==> config.mk <==
export PLATFORM = sky130hd
export DESIGN_NAME = sng_core
export DESIGN_NICKNAME = d
export VERILOG_FILES = /design/src/sv/sng_pkg.sv /design/src/sv/sng_ram.sv /design/src/sv/sng_mul.sv /design/src/sv/sng_core.sv
export SDC_FILE = /design/constraint.sdc
export NUM_CORES = 2
export LEC_CHECK = 0
export BUFFER_PORTS_ARGS = -buffer_cell sky130_fd_sc_hd__buf_2
export CAP_MARGIN = 5
export CORE_ASPECT_RATIO = 0.5
export CORE_MARGIN = 1.5
export CORE_UTILIZATION = 60
export CTS_CLUSTER_DIAMETER = 200
export DETAILED_ROUTE_END_ITERATION = 7
export PLACE_DENSITY = 0.85
export SYNTH_ARGS = -nofsm -noshare
export SYNTH_HDL_FRONTEND = slang
export SYNTH_SLANG_ARGS = --single-unit
==> constraint.sdc <==
create_clock -name clock -period 15.6 [get_ports clock]
set_input_delay 0.78 -clock clock [delete_from_list [all_inputs] [get_ports clock]]
set_output_delay 0.78 -clock clock [all_outputs]
set_load 0.02 [all_outputs]
==> src/sv/sng_pkg.sv <==
`timescale 1ns / 1ps
// Shared widths, configuration and status types for the smoothed noise gate.
package sng_pkg;

   // Field and state widths
   localparam int SAMPLE_W   = 24;
   localparam int CHANNELS   = 2;
   localparam int CHAN_W     = 1;
   localparam int IGAIN_W    = 16;
   localparam int IGAIN_FRAC = 14;
   localparam int THRESH_W   = 23;
   localparam int COEF_W     = 24;
   localparam int FRAC_W     = 24;
   localparam int ENV_W      = 24;
   localparam int GAIN_W     = 25;
   localparam int STATE_W    = ENV_W + GAIN_W;

   // Shared multiplier: signed operands wide enough for every pass
   localparam int MUL_W  = GAIN_W + 1;
   localparam int PROD_W = 2 * MUL_W;

   localparam logic [GAIN_W-1:0] UNITY_GAIN = GAIN_W'(1) << FRAC_W;

   // Configuration port
   localparam int CSR_IDX_W  = 3;
   localparam int CSR_DATA_W = 24;

   typedef enum logic [CSR_IDX_W-1:0] {
      CSR_INPUT_GAIN       = 3'd0,
      CSR_GATE_THRESHOLD   = 3'd1,
      CSR_ENVELOPE_RELEASE = 3'd2,
      CSR_GAIN_ATTACK      = 3'd3,
      CSR_GAIN_RELEASE     = 3'd4
   } sng_csr_idx_type;

   typedef struct packed {
      logic [IGAIN_W-1:0]  input_gain;
      logic [THRESH_W-1:0] gate_threshold;
      logic [COEF_W-1:0]   envelope_release;
      logic [COEF_W-1:0]   gain_attack;
      logic [COEF_W-1:0]   gain_release;
   } sng_cfg_type;

   localparam sng_cfg_type CFG_RESET = '{
      input_gain:       16'd16384,
      gate_threshold:   23'd83886,
      envelope_release: 24'd16770227,
      gain_attack:      24'd16603360,
      gain_release:     24'd16770227
   };

   // Core status seen by the top level
   typedef struct packed {
      logic busy;
      logic state_wr;
   } sng_status_type;

endpackage

==> src/sv/sng_ram.sv <==
`timescale 1ns / 1ps
// Generic single-write, single-read RAM with registered read data.
module sng_ram #(
   parameter int WIDTH = 8,
   parameter int DEPTH = 2
) (
   input  logic                                   clock,
   input  logic                                   wr_en,
   input  logic [(DEPTH > 1 ? $clog2(DEPTH) : 1)-1:0] wr_addr,
   input  logic [WIDTH-1:0]                       wr_data,
   input  logic                                   rd_en,
   input  logic [(DEPTH > 1 ? $clog2(DEPTH) : 1)-1:0] rd_addr,
   output logic [WIDTH-1:0]                       rd_data
);

   logic [WIDTH-1:0] mem_ff [DEPTH];
   logic [WIDTH-1:0] rd_data_ff;

   // Write port
   always_ff @(posedge clock) begin
      if (wr_en) begin
         mem_ff[wr_addr] <= wr_data;
      end
   end

   // Registered read port
   always_ff @(posedge clock) begin
      if (rd_en) begin
         rd_data_ff <= mem_ff[rd_addr];
      end
   end

   assign rd_data = rd_data_ff;

endmodule

==> src/sv/sng_mul.sv <==
`timescale 1ns / 1ps
// Shared signed multiplier with a registered product.
module sng_mul import sng_pkg::*; (
   input  logic                     clock,
   input  logic                     mul_en,
   input  logic signed [MUL_W-1:0]  mul_a,
   input  logic signed [MUL_W-1:0]  mul_b,
   output logic signed [PROD_W-1:0] prod
);

   logic signed [PROD_W-1:0] prod_ff;
   logic signed [PROD_W-1:0] prod_in;

   assign prod_in = mul_a * mul_b;

   // Load the product only on an issue cycle, hold it otherwise
   always_ff @(posedge clock) begin
      if (mul_en) begin
         prod_ff <= prod_in;
      end
   end

   assign prod = prod_ff;

endmodule

==> src/sv/sng_core.sv <==
`timescale 1ns / 1ps
// Sequencer, per-channel state memory and output register of the noise gate.
module sng_core import sng_pkg::*; (
   input  logic                       clock,
   input  logic                       reset,
   input  sng_cfg_type                cfg,
   input  logic                       req_valid,
   output logic                       req_stall,
   input  logic [CHAN_W-1:0]          req_channel,
   input  logic signed [SAMPLE_W-1:0] req_sample_in,
   output logic                       rsp_valid,
   input  logic                       rsp_stall,
   output logic [CHAN_W-1:0]          rsp_channel_out,
   output logic signed [SAMPLE_W-1:0] rsp_sample_out,
   output sng_status_type             status
);

   localparam int SAT_W = 40;
   localparam int SUM_W = 28;
   localparam logic signed [SUM_W-1:0] SUM_UNITY = SUM_W'(UNITY_GAIN);
   localparam logic signed [MUL_W-1:0] MUL_UNITY = MUL_W'(UNITY_GAIN);

   typedef enum logic [2:0] {
      ST_IDLE,
      ST_ENV,
      ST_GAIN,
      ST_UPDATE,
      ST_SCALE,
      ST_FIN
   } state_type;

   // Saturate a wide signed value to the sample range
   function automatic logic signed [SAMPLE_W-1:0] sat_sample(
      input logic signed [SAT_W-1:0] x
   );
      logic [SAT_W-SAMPLE_W:0] top;
      logic signed [SAMPLE_W-1:0] res;
      top = x[SAT_W-1:SAMPLE_W-1];
      if ((&top) || !(|top)) begin
         res = x[SAMPLE_W-1:0];
      end else if (x[SAT_W-1]) begin
         res = {1'b1, {(SAMPLE_W-1){1'b0}}};
      end else begin
         res = {1'b0, {(SAMPLE_W-1){1'b1}}};
      end
      return res;
   endfunction

   state_type                  state_ff, state_in;
   logic                       rsp_valid_ff, rsp_valid_in;
   logic [CHANNELS-1:0]        valid_ff, valid_in;
   logic [CHAN_W-1:0]          ch_ff, ch_in;
   logic signed [SAMPLE_W-1:0] scaled_ff, scaled_in;
   logic [GAIN_W-1:0]          g_ff, g_in;
   logic [ENV_W-1:0]           env_new_ff, env_new_in;
   logic                       open_ff, open_in;
   logic [GAIN_W-1:0]          g_new_ff, g_new_in;
   logic [CHAN_W-1:0]          rsp_channel_ff, rsp_channel_in;
   logic signed [SAMPLE_W-1:0] rsp_sample_ff, rsp_sample_in;

   logic                       accept;
   logic                       out_free;
   logic                       mul_en;
   logic signed [MUL_W-1:0]    mul_a;
   logic signed [MUL_W-1:0]    mul_b;
   logic signed [PROD_W-1:0]   prod;
   logic [STATE_W-1:0]         rd_data;
   logic [STATE_W-1:0]         wr_data;
   logic                       wr_en;

   logic [ENV_W-1:0]           env_old;
   logic [GAIN_W-1:0]          g_old;
   logic signed [SAMPLE_W:0]   scaled_x;
   logic signed [SAMPLE_W:0]   scaled_neg;
   logic [ENV_W-1:0]           mag;
   logic [ENV_W-1:0]           decayed;
   logic [ENV_W-1:0]           env_max;
   logic                       open_now;
   logic [COEF_W-1:0]          coef;
   logic signed [MUL_W-1:0]    diff;
   logic signed [SUM_W-1:0]    step;
   logic signed [SUM_W-1:0]    sum;
   logic [GAIN_W-1:0]          g_clamped;
   logic signed [SAMPLE_W-1:0] scaled_now;
   logic signed [SAMPLE_W-1:0] out_now;

   // Handshake
   assign out_free  = !rsp_valid_ff || !rsp_stall;
   assign req_stall = !((state_ff == ST_IDLE) || ((state_ff == ST_FIN) && out_free));
   assign accept    = req_valid && !req_stall;

   // Stored state; a never-written entry reads as the reset value
   assign env_old = valid_ff[ch_ff] ? rd_data[STATE_W-1 -: ENV_W] : '0;
   assign g_old   = valid_ff[ch_ff] ? rd_data[GAIN_W-1:0] : UNITY_GAIN;

   // Input gain and saturation
   assign scaled_now = sat_sample(SAT_W'(prod >>> IGAIN_FRAC));

   // Envelope: peak of magnitude and decayed envelope
   assign scaled_x   = {scaled_ff[SAMPLE_W-1], scaled_ff};
   assign scaled_neg = -scaled_x;
   assign mag        = scaled_ff[SAMPLE_W-1] ? scaled_neg[ENV_W-1:0] : scaled_ff[ENV_W-1:0];
   assign decayed    = prod[FRAC_W +: ENV_W];
   assign env_max    = (mag > decayed) ? mag : decayed;
   assign open_now   = env_max >= {1'b0, cfg.gate_threshold};
   assign coef       = (open_now && (g_ff < UNITY_GAIN)) ? cfg.gain_attack : cfg.gain_release;
   assign diff       = $signed({1'b0, g_ff}) - (open_now ? MUL_UNITY : '0);

   // One-pole gain update with clamp to [0, unity]
   assign step = SUM_W'(prod >>> FRAC_W);
   assign sum  = (open_ff ? SUM_UNITY : '0) + step;
   always_comb begin
      if (sum[SUM_W-1]) begin
         g_clamped = '0;
      end else if (sum > SUM_UNITY) begin
         g_clamped = UNITY_GAIN;
      end else begin
         g_clamped = sum[GAIN_W-1:0];
      end
   end

   // Gated output
   assign out_now = sat_sample(SAT_W'(prod >>> FRAC_W));

   // Multiplier operand select
   always_comb begin
      mul_a = '0;
      mul_b = '0;
      unique case (state_ff)
         ST_IDLE, ST_FIN: begin
            mul_a = {{(MUL_W-SAMPLE_W){req_sample_in[SAMPLE_W-1]}}, req_sample_in};
            mul_b = {{(MUL_W-IGAIN_W){1'b0}}, cfg.input_gain};
         end
         ST_ENV: begin
            mul_a = {{(MUL_W-ENV_W){1'b0}}, env_old};
            mul_b = {{(MUL_W-COEF_W){1'b0}}, cfg.envelope_release};
         end
         ST_GAIN: begin
            mul_a = {{(MUL_W-COEF_W){1'b0}}, coef};
            mul_b = diff;
         end
         ST_SCALE: begin
            mul_a = {{(MUL_W-SAMPLE_W){scaled_ff[SAMPLE_W-1]}}, scaled_ff};
            mul_b = {{(MUL_W-GAIN_W){1'b0}}, g_new_ff};
         end
         default: begin
            mul_a = '0;
            mul_b = '0;
         end
      endcase
   end

   assign mul_en = accept || (state_ff == ST_ENV) || (state_ff == ST_GAIN)
                   || (state_ff == ST_SCALE);

   assign wr_en   = (state_ff == ST_UPDATE);
   assign wr_data = {env_new_ff, g_clamped};

   // Next state and datapath registers
   always_comb begin
      state_in       = state_ff;
      rsp_valid_in   = rsp_valid_ff;
      valid_in       = valid_ff;
      ch_in          = ch_ff;
      scaled_in      = scaled_ff;
      g_in           = g_ff;
      env_new_in     = env_new_ff;
      open_in        = open_ff;
      g_new_in       = g_new_ff;
      rsp_channel_in = rsp_channel_ff;
      rsp_sample_in  = rsp_sample_ff;

      // Drop the word once taken
      if (rsp_valid_ff && !rsp_stall) begin
         rsp_valid_in = 1'b0;
      end

      unique case (state_ff)
         ST_IDLE: begin
            if (accept) begin
               ch_in    = req_channel;
               state_in = ST_ENV;
            end
         end
         ST_ENV: begin
            scaled_in = scaled_now;
            g_in      = g_old;
            state_in  = ST_GAIN;
         end
         ST_GAIN: begin
            env_new_in = env_max;
            open_in    = open_now;
            state_in   = ST_UPDATE;
         end
         ST_UPDATE: begin
            g_new_in          = g_clamped;
            valid_in[ch_ff]   = 1'b1;
            state_in          = ST_SCALE;
         end
         ST_SCALE: begin
            state_in = ST_FIN;
         end
         ST_FIN: begin
            if (out_free) begin
               rsp_valid_in   = 1'b1;
               rsp_channel_in = ch_ff;
               rsp_sample_in  = out_now;
               if (accept) begin
                  ch_in    = req_channel;
                  state_in = ST_ENV;
               end else begin
                  state_in = ST_IDLE;
               end
            end
         end
         default: begin
            state_in = ST_IDLE;
         end
      endcase
   end

   // State and registered outputs
   always_ff @(posedge clock) begin
      if (reset) begin
         state_ff     <= ST_IDLE;
         rsp_valid_ff <= 1'b0;
         valid_ff     <= '0;
      end else begin
         state_ff     <= state_in;
         rsp_valid_ff <= rsp_valid_in;
         valid_ff     <= valid_in;
      end
      ch_ff          <= ch_in;
      scaled_ff      <= scaled_in;
      g_ff           <= g_in;
      env_new_ff     <= env_new_in;
      open_ff        <= open_in;
      g_new_ff       <= g_new_in;
      rsp_channel_ff <= rsp_channel_in;
      rsp_sample_ff  <= rsp_sample_in;
   end

   sng_mul u_mul (
      .clock  (clock),
      .mul_en (mul_en),
      .mul_a  (mul_a),
      .mul_b  (mul_b),
      .prod   (prod)
   );

   sng_ram #(
      .WIDTH (STATE_W),
      .DEPTH (CHANNELS)
   ) u_state_ram (
      .clock   (clock),
      .wr_en   (wr_en),
      .wr_addr (ch_ff),
      .wr_data (wr_data),
      .rd_en   (accept),
      .rd_addr (req_channel),
      .rd_data (rd_data)
   );

   assign rsp_valid       = rsp_valid_ff;
   assign rsp_channel_out = rsp_channel_ff;
   assign rsp_sample_out  = rsp_sample_ff;
   assign status.busy     = (state_ff != ST_IDLE);
   assign status.state_wr = (state_ff == ST_UPDATE);

endmodule

==> results.md <==
- The run finished, with violations left.
- The checks that failed: DRC.
- Averaged over all synthesized cells, the footprint is 10.4 sq um.
- The HPWL after detailed placement is 93500 um.
- The cell depth of the worst hold path is 2.
- The number of global-route vias before repair is 30200.
- By area the synthesized netlist is led by fa_1 (37%), edfxtp_1 (25%), inv_1 (8.0%), ha_1 (6.4%), nand2_1 (4.6%).
- At the later pin of the worst-skew pair, clock insertion delay measures 0.60 ns.
- The number of enable-type register cells in the synthesized netlist is 310.
- STA classifies the critical path startpoint as a flip-flop.
- The starting density of the core is 0.614.
- The placeable core area is 61700 sq um.
- The longest individual stage delay on the worst path is 0.61 ns.
- The biggest area consumer among synthesized cells is fa_1.
- Once detail routing completed, the nets flagged for antenna violations numbered 0.
- For the worst setup path, the data required time is 15.91 ns.
- The final number of max-transition violations is 0.
- Data on the critical path arrives at its endpoint at 15.40 ns.
- The post-synthesis sequential area ratio is 0.249.
- Across every metal layer, demand over resource in global routing totals 0.383.
- The die is 358 um wide.
- The worst hold path startpoint is reset.
- The pin count of the biggest net entering global routing is 51.
- The cell family contributing the most delay on the critical path is adder cells.
- After layout, the minimum clock period comes to 15.09 ns.
- The H-tree depth reported by CTS is 1.
- The total congestion overflow is 0.
- Row generation in the floorplan step produced 64 rows.
- After routing, the total negative slack on setup checks comes to 0 ns.
- The largest driver fanout on the critical path is 25.
- Summing every instance area after synthesis gives 37900 sq um.
- In the synthesized netlist, the number of instances is 3660.
- During synthesis, Yosys emitted a total of 0 warnings.
- The worst setup path is of the reg2reg kind.
- Port buffering added 168 buffers.
- The worst register-to-register path has a setup slack of 0.51 ns.
- Setup repair after global routing left no endpoint under its margin.
- After detailed routing, the number of remaining DRC violations is 21.
- In this run the vertical extent of the chip is 181 um.
- The most common flop cell mapped by yosys is edfxtp_1.
- The area of the die is 64800 sq um.
- Counting both buffers and inverters, the worst setup path holds a total of 6.
- The weighted congestion at the end of routability-driven global placement is 1.07.
- The number of cells on the worst reg-to-reg path is 51.
- Compared with the post-synthesis result, the final layout area differs by 8.60%.
- The post-route clock period utilization is 0.967.
- The clock-pin slew on the worst setup and hold paths is 0.07 ns.
- The total of max-cap violations is 0.
- The initial antenna violation count is 10.
- For the pin with the worst max-slew slack, the measured transition is 1.35 ns.
- The wire length per cell after detailed routing is 25.8 um.
- The final layout contains routed wiring with a total length of 120000 um.
- The iteration count of the initial detailed-routing pass is 8.
- The number of hold-repair buffers added at the cts stage is 0.
- The clock tree from TritonCTS is yes.
- The first-pass GRT wire length is 182000 um.
- In this design, the critical path's most frequently occurring cell is fa_1.
- For this design, the slowest cell found on the critical path is edfxtp_1.
- The design area is 41200 sq um.
- Synthesis inferred 316 register bits.
- The post-route clock skew is 0.0309 ns.
- The highest achievable clock rate is 0.0663 GHz.
- The number of cells on the critical path is 51.
- The destination of the worst register-to-register timing path is u_mul.prod[38].
- The detailed-route vias per instance is 6.17.
- In this run the tightest slew margin relative to its limit is 0.101.
- The number of distinct library cells after synthesis is 73.
- The post-detailed-placement cell area is 40100 sq um.
- The number of nets in the synthesized netlist is 4685.
- The fraction of final layout cells with drive strength greater than 1 is 0.113.
- The longest clock path from root to sink contains 3 buffers.
- The final route contains 28800 vias.
- Clock tree synthesis inserted a total of 31 buffers.
- The post-layout net count is 4833.
- The area share of the largest cell type after synthesis is 0.366.
- The number of placed I/O pins is 169.
- The most critical setup path has its startpoint at scaled_ff[0].
- The clock drives 316 sinks.
- In this run the critical register-to-register path is launched from scaled_ff[0].
- In this run the worst hold path is classified as in2reg.
- The final hold slack is 0.423 ns.
- The count of final setup violators is 0.
- The final hold violation count was 0.
- The destination of the worst hold path is state_ff[2].
- After the first detailed-routing iteration, the DRC count stood at 3571.
- The utilization after layout is 0.667.
- The clock tree root buffer cell is clkbuf_16.
- In the synthesized netlist the async set-or-reset flop fraction comes to 0.
- The kind of capture point of the worst setup path is a flip-flop.
[routing by layer]
layer | vias to the layer above | track usage | wire (um)
met5 | - | 0 | 28
met3 | 486 | 0.141 | 20100
met1 | 14300 | 0.512 | 41800
met2 | 2272 | 0.554 | 50900
met4 | 4 | 0.191 | 7620
li1 | 11700 | - | -
[synthesized netlist by cell type (5+ instances only)]
| master | number |
|---|---|
| mux2_1 | 22 |
| nand2b_1 | 11 |
| buf_1 | 13 |
| mux2i_1 | 25 |
| o22ai_1 | 16 |
| nor2_1 | 275 |
| xor2_1 | 15 |
| o22a_1 | 7 |
| o21ai_0 | 23 |
| o21ai_1 | 34 |
| or4_1 | 5 |
| xnor2_1 | 57 |
| o21a_1 | 33 |
| edfxtp_1 | 310 |
| nand4_1 | 21 |
| nand3_1 | 15 |
| a21boi_0 | 10 |
| a22oi_1 | 39 |
| clkbuf_1 | 138 |
| o21bai_1 | 5 |
| nor3_1 | 14 |
| fa_1 | 692 |
| and2_1 | 49 |
| inv_1 | 804 |
| a221o_1 | 23 |
| a21oi_1 | 62 |
| o31ai_1 | 5 |
| mux2_2 | 67 |
| ha_1 | 193 |
| a221oi_1 | 26 |
| nand2_1 | 467 |
| dfxtp_1 | 6 |
| a21o_1 | 62 |
| nor4_1 | 11 |
| nor2b_1 | 37 |
[cell families after synthesis]
kind of cell,count (synthesis),share of synthesized area
AO/OA/AOI/OAI,382,0.0721
multiplexers,115,0.0334
XOR/XNOR,72,0.0166
AND/OR/NAND/NOR,929,0.105
buffers and inverters,961,0.0954
adder cells (fa/ha/maj),885,0.429
flip-flops,316,0.249
[repair_timing]
item                                   in CTS  in global routing
setup buffers                               0                  0
endpoints found under the hold margin       0                  0
resized for setup                           0                 12
setup endpoints to repair                   0                 25
[flip-flops by register name (all words and copies together), names as in the netlist]
signal / count
u_state_ram.rd_data: 49
rsp_sample_out: 24
state_ff: 3
scaled_ff: 24
rsp_valid: 1
valid_ff: 2
g_new_ff: 25
g_ff: 25
ch_ff: 1
u_mul.prod: 38
open_ff: 1
rsp_channel_out: 1
env_new_ff: 24
u_state_ram.mem_ff: 98
[cell usage in the layout (no fill, tap or decap), drive strengths merged, types with 7 or more instances in the layout]
cell,n
a221o,24
nor4,11
a31oi,7
mux2i,26
a221oi,26
xnor2,57
clkinv,9
a21boi,12
a21oi,62
o22a,7
nand2,467
nand3,15
o31ai,7
nor3,14
clkbuf,37
o22ai,16
edfxtp,310
nor2b,37
xor2,15
buf,270
ha,193
fa,692
nand4,21
o21ai,58
a21o,63
mux2,89
and2,49
nor2,275
a22oi,39
nand2b,11
inv,807
o21a,33
diode,9
[through the flow]
| step | setup slack, ns | std cells |
|---|---|---|
| finish | 0.510 | 4663 |
| global route | 0.0146 | 4659 |
| CTS | 0.381 | 4653 |
| detailed placement | 0.473 | 4599 |
| global placement | 0.726 | 4599 |
| floorplan | 1.98 | 3660 |
[worst max-delay path by stage]
stage,to
6_report,u_mul.prod[38]
5_1_grt,u_mul.prod[48]
4_1_cts,u_mul.prod[33]
3_5_place_dp,u_mul.prod[33]
3_3_place_gp,u_mul.prod[33]
2_1_floorplan,u_mul.prod[33]
[area by class of cell]
cell class,count,area (sq um)
Tap cell,825,1030
Antenna cell,9,22.5
Clock buffer,37,798
Multi-Input combinational cell,2383,25000
Timing Repair Buffer,270,1610
Clock inverter,17,208
Inverter,806,3030
Sequential cell,316,9430
Fill cell,4544,20600
Power is not shown: default switching activity piles up to over one toggle a cycle in this logic, so the estimate is an artifact.
